==> src/sv/tice_pkg.sv <==
// shared constants and controller/datapath interface types for the trie count engine
package tice_pkg;

    localparam int NODE_COUNT = 16384;
    localparam int ALPHABET   = 26;
    localparam int NODE_W     = $clog2(NODE_COUNT);
    localparam int LETTER_W   = 5;
    localparam int COUNT_W    = 16;

    localparam logic [COUNT_W-1:0] COUNT_MAX = {COUNT_W{1'b1}};
    localparam logic               ACT_INSERT = 1'b0;
    localparam logic               ACT_QUERY  = 1'b1;

    typedef logic [ALPHABET-1:0][NODE_W-1:0] row_t;

    typedef struct packed {
        logic clr_wr;
        logic capture;
        logic row_rd;
        logic step;
        logic res_zero;
        logic cnt_rd;
        logic cnt_upd;
        logic load_out;
    } tice_cmd_t;

    typedef struct packed {
        logic clr_last;
        logic step_ok;
        logic stop;
        logic last_reg;
        logic out_free;
    } tice_sts_t;

endpackage

==> src/sv/tice_ctrl.sv <==
// control state machine for the trie count engine
module tice_ctrl (
    input  logic                clk,
    input  logic                rst_n,
    input  logic                in_valid,
    input  logic                last,
    output logic                in_ready,
    input  tice_pkg::tice_sts_t sts,
    output tice_pkg::tice_cmd_t cmd
);

    typedef enum logic [2:0] {
        S_CLEAR,
        S_IDLE,
        S_ROW,
        S_CNT_ADDR,
        S_CNT,
        S_OUT
    } state_t;

    state_t state_reg;
    state_t state_next;

    assign in_ready = (state_reg == S_IDLE);

    always_comb
    begin
        cmd        = '0;
        state_next = state_reg;
        unique case (state_reg)
            S_CLEAR:
            begin
                cmd.clr_wr = 1'b1;
                if (sts.clr_last)
                begin
                    state_next = S_IDLE;
                end
            end
            S_IDLE:
            begin
                if (in_valid)
                begin
                    cmd.capture = 1'b1;
                    if (sts.step_ok)
                    begin
                        cmd.row_rd = 1'b1;
                        state_next = S_ROW;
                    end
                    else if (last)
                    begin
                        state_next = S_CNT_ADDR;
                    end
                end
            end
            S_ROW:
            begin
                cmd.step   = 1'b1;
                state_next = sts.last_reg ? S_CNT_ADDR : S_IDLE;
            end
            S_CNT_ADDR:
            begin
                if (sts.stop)
                begin
                    cmd.res_zero = 1'b1;
                    state_next   = S_OUT;
                end
                else
                begin
                    cmd.cnt_rd = 1'b1;
                    state_next = S_CNT;
                end
            end
            S_CNT:
            begin
                cmd.cnt_upd = 1'b1;
                state_next  = S_OUT;
            end
            S_OUT:
            begin
                if (sts.out_free)
                begin
                    cmd.load_out = 1'b1;
                    state_next   = S_IDLE;
                end
            end
            default:
            begin
                state_next = S_IDLE;
            end
        endcase
    end

    always_ff @(posedge clk or negedge rst_n)
    begin
        if (!rst_n)
        begin
            state_reg <= S_CLEAR;
        end
        else
        begin
            state_reg <= state_next;
        end
    end

endmodule

==> config.mk <==
export PLATFORM = sky130hd
export DESIGN_NAME = tice_ctrl
export DESIGN_NICKNAME = d
export VERILOG_FILES = /design/src/sv/tice_pkg.sv /design/src/sv/tice_ctrl.sv
export SDC_FILE = /design/constraint.sdc
export NUM_CORES = 1
export LEC_CHECK = 0
export BUFFER_PORTS_ARGS = -buffer_cell sky130_fd_sc_hd__buf_2
export CAP_MARGIN = 20
export CORE_AREA = 2 2 39 41
export CTS_CLUSTER_SIZE = 20
export DETAILED_ROUTE_END_ITERATION = 10
export DIE_AREA = 0 0 41 43
export PLACE_DENSITY = 0.39
export SYNTH_ARGS = -nofsm -noshare
export SYNTH_HDL_FRONTEND = slang
export SYNTH_SLANG_ARGS = --single-unit
==> constraint.sdc <==
create_clock -name clk -period 1.5 [get_ports clk]
set_input_delay 0.45 -clock clk [delete_from_list [all_inputs] [get_ports clk]]
set_output_delay 0.45 -clock clk [all_outputs]
set_load 0.02 [all_outputs]
==> results of run 1 <==
## synthesized netlist by cell type
library cell  number
or2_2              1
nand2b_1           1
and4b_1            1
and4bb_1           1
inv_1              1
a221oi_2           1
nor3b_1            3
a22o_1             1
and4bb_4           1
dfrtp_1            3
nor3_1             1
buf_6              1
o22ai_1            1
nor2_1             1
and2_1             2
nand2_1            1
## per-layer routing
layer	wire length, µm	vias to the layer above	share of wire [%]	GRT usage, %
met2	389	10	54	14.7
met4	0	0	0	8.00
met3	43	0	6.0	2.09
li1	-	137	-	-
met5	0	-	0	0
met1	284	122	40	9.74
## repair_timing
action                                  in CTS  in global routing
gates resized for setup                     15                  4
pin swaps                                    1                  1
endpoints found under the hold margin        3                  0
hold buffers                                 1                  0
endpoints found under the setup margin       9                  9
buffers inserted                             3                  0
## kinds of logic after synthesis
group                  Yosys count  synth area share [%]
and+or+nand+nor                 13                  45.1
DFF                              3                  34.3
AOI/OAI and AO/OA                3                  13.7
buffers and inverters            2                  6.86
## critical path, delay by kind of cell (launching register included)
family                 cells  cell delay, ps
flip-flops                 1             390
buffers and inverters      1             100
AND/OR/NAND/NOR            2             500
## power by group
| group | total (mW) | switching, mW | internal (mW) |
|---|---|---|---|
| Sequential | 0.159 | 0.0437 | 0.116 |
| Combinational | 0.560 | 0.242 | 0.317 |
| Clock | 0.142 | 0.0424 | 0.0997 |
## area by class of cell
class	count	area (µm²)
multi-input cells	16	146
repair buffers	26	201
well taps	16	20.0
inverters	1	3.75
flip-flops and latches	3	76.3
clock buffers	4	26.3
fillers	160	910
## stage by stage
stage	total power [mW]	area (µm²)	utilization, %	instances
after floorplan	0.407	221	-	21
after detailed placement	0.565	353	25.5	58
after global placement	0.557	353	25.5	58
after CTS	0.846	460	33.3	66
final	0.861	474	34.3	66
after global routing	0.908	474	34.3	66
## path summary, 6_finish.rpt
path	startpoint	end	slack (ps)
worst min register to register	state_reg[2]	state_reg[2]	660
min in group asynchronous	rst_n	state_reg[2]	540
worst min-delay path	sts[3]	state_reg[0]	420
worst max register to register	state_reg[0]	state_reg[0]	210
max in group asynchronous	rst_n	state_reg[0]	850
worst max-delay path	state_reg[1]	cmd[5]	-180
==> flow_metrics.py, run 1 <==
metrics = {
    "routing": {
        "drt_iter0_drc": 1,
        "dr.pass1.iters": 2,
        "viasPerCell": 4.08,
        "vias": 269,
        "wl_um": 716,
        "drc": 0,
        "ant_nets": 0,
        "wl_per_cell_um": 10.8,
    },
    "synth": {
        "yosysWarnings": 0,
        "syn-num-nets": 30,
        "synthCells": 21,
        "syn_area_um2": 219,
        "synth_cell_types": 16,
        "synth_area_per_cell_um2": 10.4,
        "synth.top_cells.by_area": "dfrtp_1 34%, nor3b_1 10%, and4bb_4 7.4%",
        "yosys.area.top_type_share_pct": 34.3,
        "yosysTopAreaCell": "dfrtp_1",
        "seq_area_frac_synth_pct": 34.3,
        "ys_ff_latch": 3,
    },
    "clock_network": {
        "insertion_delay_ps": 230,
        "clkSlewWorstSetupHoldPaths_ps": 40,
        "cts_root_buffer": "clkbuf_4",
        "cts_made_buffers": 3,
        "htree_levels": 1,
        "ctsLongestPathBuffers": 2,
        "cts_num_sinks": 3,
        "cts_tree": "done",
    },
    "floorplanning": {
        "die_width_um": 41,
        "ios": 18,
        "fp.coreArea_um2": 1380,
        "start_util_pct": 15.8,
        "die_height_um": 43,
        "fp.dieArea_um2": 1760,
        "rows": 14,
    },
    "setup_path": {
        "cp_slowest_cell": "dfrtp_1",
        "critPathRequiredTime_ps": 1050,
        "crit_type": "flop to output port",
        "crit_path_max_fanout": 3,
        "rr_worst_depth": 4,
        "cp-start-kind": "flop",
        "endpoint_kind": "output port",
        "slowest_delay_ps": 390,
        "path_cells": "and4bb_4, and2_4, buf_6",
        "arrival_ps": 1230,
    },
    "timing": {
        "fmax_ghz": 0.595,
        "period_share_pct": 112,
        "fin_ws_ps": -181,
        "finalHoldViolCount": 0,
        "relSlewSlack_pct": 83.8,
        "finalSetupViolations": 9,
        "rsz0062_at_grt": "yes",
        "worst_pin_slew_ps": 243,
        "fin_crit_ps": 1680,
        "holdWs_ps": 418,
        "slew_violations": 0,
        "skew_ps": 0.871,
        "tns_ps": -1070,
    },
    "job": {
        "maxCapViolCount": 0,
    },
    "layout": {
        "largest_register_ffs": 3,
        "drive_gt1_share_pct": 72.0,
        "final_cell_mix": "9 x buf_2, 9 x buf_4, 7 x buf_6",
        "insertedDiodeCount": 0,
        "nets": 60,
        "area_growth_pct": 117,
    },
    "placement": {
        "gp_congestion": 0.648,
        "numPortBuffers": 17,
        "dpl.hpwl_um": 525,
        "pre_cts_slack_ps": -7.57,
    },
    "worst_hold_path": {
        "holdPathStages": 2,
        "hp-class": "input pin to flop",
    },
    "pwr": {
        "ir_worst_vdd_mv": 0.511,
        "p_leak_nw": 0.236,
        "cellPowerDensity_nw_per_um2": 1820,
    },
    "global_route": {
        "grt.total_usage_pct": 9.37,
        "grt-ovfl-total": 0,
        "antenna_found_initial": 0,
        "grt_pass1_vias": 276,
        "grt_pass1_wl_mm": 1.08,
        "grt_max_degree": 8,
    },
    "run_status": {
        "failed_checks": "negative setup slack",
        "status": "complete, but fails checks",
    },
}
Note: power is estimated with default switching activity, not from simulation.
==> run 2: changes to the inputs <==
--- a/config.mk
+++ b/config.mk
@@ -6,12 +6,12 @@
 export NUM_CORES = 1
 export LEC_CHECK = 0
 export BUFFER_PORTS_ARGS = -buffer_cell sky130_fd_sc_hd__buf_2
-export CAP_MARGIN = 20
 export CORE_AREA = 2 2 39 41
 export CTS_CLUSTER_SIZE = 20
 export DETAILED_ROUTE_END_ITERATION = 10
 export DIE_AREA = 0 0 41 43
 export PLACE_DENSITY = 0.39
+export RECOVER_POWER = 25
 export SYNTH_ARGS = -nofsm -noshare
 export SYNTH_HDL_FRONTEND = slang
 export SYNTH_SLANG_ARGS = --single-unit
==> flow_metrics.py, run 2 (synthesized netlist as in run 1, its figures left out) <==
metrics = {
    "routing": {
        "vias": 269,
        "dr.pass1.iters": 2,
        "wl_met2_um": 389,
        "highest_layer": "met3",
        "wl_um": 715,
        "drt_iter0_drc": 1,
        "wl_met1_um": 282,
        "viasPerCell": 4.08,
        "ant_nets": 0,
        "wl_per_cell_um": 10.8,
        "route.met3.wl_um": 43,
        "drc": 0,
    },
    "setup_path": {
        "endpoint_kind": "output port",
        "crit_path_max_fanout": 3,
        "slowest_delay_ps": 390,
        "crit_type": "flop to output port",
        "critPathBufInv": 1,
        "cp_slowest_cell": "dfrtp_1",
        "critPathRequiredTime_ps": 1050,
        "arrival_ps": 1230,
        "crit_family": "simple AND/OR/NAND/NOR gates",
        "path_cells": "and4bb_4, and2_4, buf_6",
        "cp-start-kind": "flop",
    },
    "floorplanning": {
        "fp.coreArea_um2": 1380,
        "die_width_um": 41,
        "fp.dieArea_um2": 1760,
        "ios": 18,
        "start_util_pct": 15.8,
        "die_height_um": 43,
        "rows": 14,
    },
    "timing": {
        "worst_pin_slew_ps": 243,
        "finalSetupViolations": 9,
        "fin_ws_ps": -181,
        "slew_violations": 0,
        "fin_crit_ps": 1680,
        "relSlewSlack_pct": 83.8,
        "finalHoldViolCount": 0,
        "period_share_pct": 112,
        "fmax_ghz": 0.595,
        "skew_ps": 0.871,
        "tns_ps": -1070,
        "rsz0062_at_grt": "yes",
    },
    "layout": {
        "insertedDiodeCount": 0,
        "largest_register_ffs": 3,
        "final_cell_mix": "9 x buf_4, 8 x buf_2, 7 x buf_6",
        "nets": 60,
        "layout.cells.most_common": "buf_4",
        "drive_gt1_share_pct": 70.0,
        "area_growth_pct": 116,
    },
    "placement": {
        "dpl.hpwl_um": 525,
        "gp_congestion": 0.648,
        "numPortBuffers": 17,
    },
    "pwr": {
        "cellPowerDensity_nw_per_um2": 1820,
        "p_leak_nw": 0.233,
        "power.total_mw": 0.861,
        "ir_worst_vdd_mv": 0.511,
    },
    "global_route": {
        "grt_max_degree": 8,
        "antenna_found_initial": 0,
        "grt-ovfl-total": 0,
        "grt_pass1_wl_mm": 1.08,
        "grt.total_usage_pct": 9.37,
        "grt_pass1_vias": 276,
    },
    "clock_network": {
        "htree_levels": 1,
        "cts_made_buffers": 3,
        "cts_root_buffer": "clkbuf_4",
        "cts_num_sinks": 3,
        "insertion_delay_ps": 230,
        "ctsLongestPathBuffers": 2,
        "cts_tree": "done",
        "clkSlewWorstSetupHoldPaths_ps": 40,
    },
    "worst_hold_path": {
        "hp-class": "input pin to flop",
    },
    "job": {
        "maxCapViolCount": 0,
    },
    "run_status": {
        "failed_checks": "negative setup slack",
        "status": "complete, but fails checks",
    },
}
## run 2: cell count changes in the layout (fill, tap and decap cells not counted), sizes merged
cell    previous run  this run
buf               25        24
clkbuf             4         5
## run 2: path summary, 6_finish.rpt
| check | from | end | slack, ps | depth (start not counted) |
|---|---|---|---|---|
| min in group asynchronous | rst_n | state_reg[2] | 550 | 2 |
| max reg2reg | state_reg[0] | state_reg[0] | 210 | 4 |
| min reg2reg | state_reg[2] | state_reg[2] | 660 | 2 |
| min | sts[3] | state_reg[0] | 420 | 2 |
| max | state_reg[1] | cmd[5] | -180 | 3 |
| max in group asynchronous | rst_n | state_reg[0] | 790 | 2 |
## run 2: layout make-up
cell class                 instances  area (µm²)
inverter                           1        3.75
multi-input combinational         16         146
timing repair buffer              26         200
clock buffer                       4        26.3
sequential                         3        76.3
fill                             158         911
tap                               16        20.0
## run 2: report_power, final
part           total (mW)  internal, mW  switching [mW]
combinational       0.559         0.317           0.242
clock               0.142        0.0997          0.0424
sequential          0.159         0.116          0.0437
total               0.861         0.532           0.328
## run 2: timing repair
action                                  CTS  global route
endpoints found under the hold margin     3             0
endpoints found under the setup margin    9             9
hold buffers                              1             0
buffers inserted                          3             0
gates resized for setup                  15             4
pin swaps                                 1             1
## run 2: stage by stage
stage / worst slack (ps) / cell area, µm² / hold WS, ps / instances / util [%]
floorplan: -3.72 / 221 / 154 / 21 / -
global placement: 3.33 / 353 / 247 / 58 / 25.5
detailed placement: -7.57 / 353 / 246 / 58 / 25.5
CTS: -172 / 460 / 407 / 66 / 33.3
global route: -211 / 473 / 412 / 66 / 34.2
finish: -181 / 473 / 418 / 66 / 34.2
## run 2: per-layer routing
metal,GRT usage [%],vias up
li1,-,137
met2,14.7,10
met4,8.00,0
met1,9.74,122
met3,2.09,0
met5,0,-
## run 2: worst reg2reg max path, cell delays in order, from the launching register on
cell	delay (ps)
dfrtp_2	440
and4bb_4	230
buf_4	130
buf_4	120
a221oi_2	260
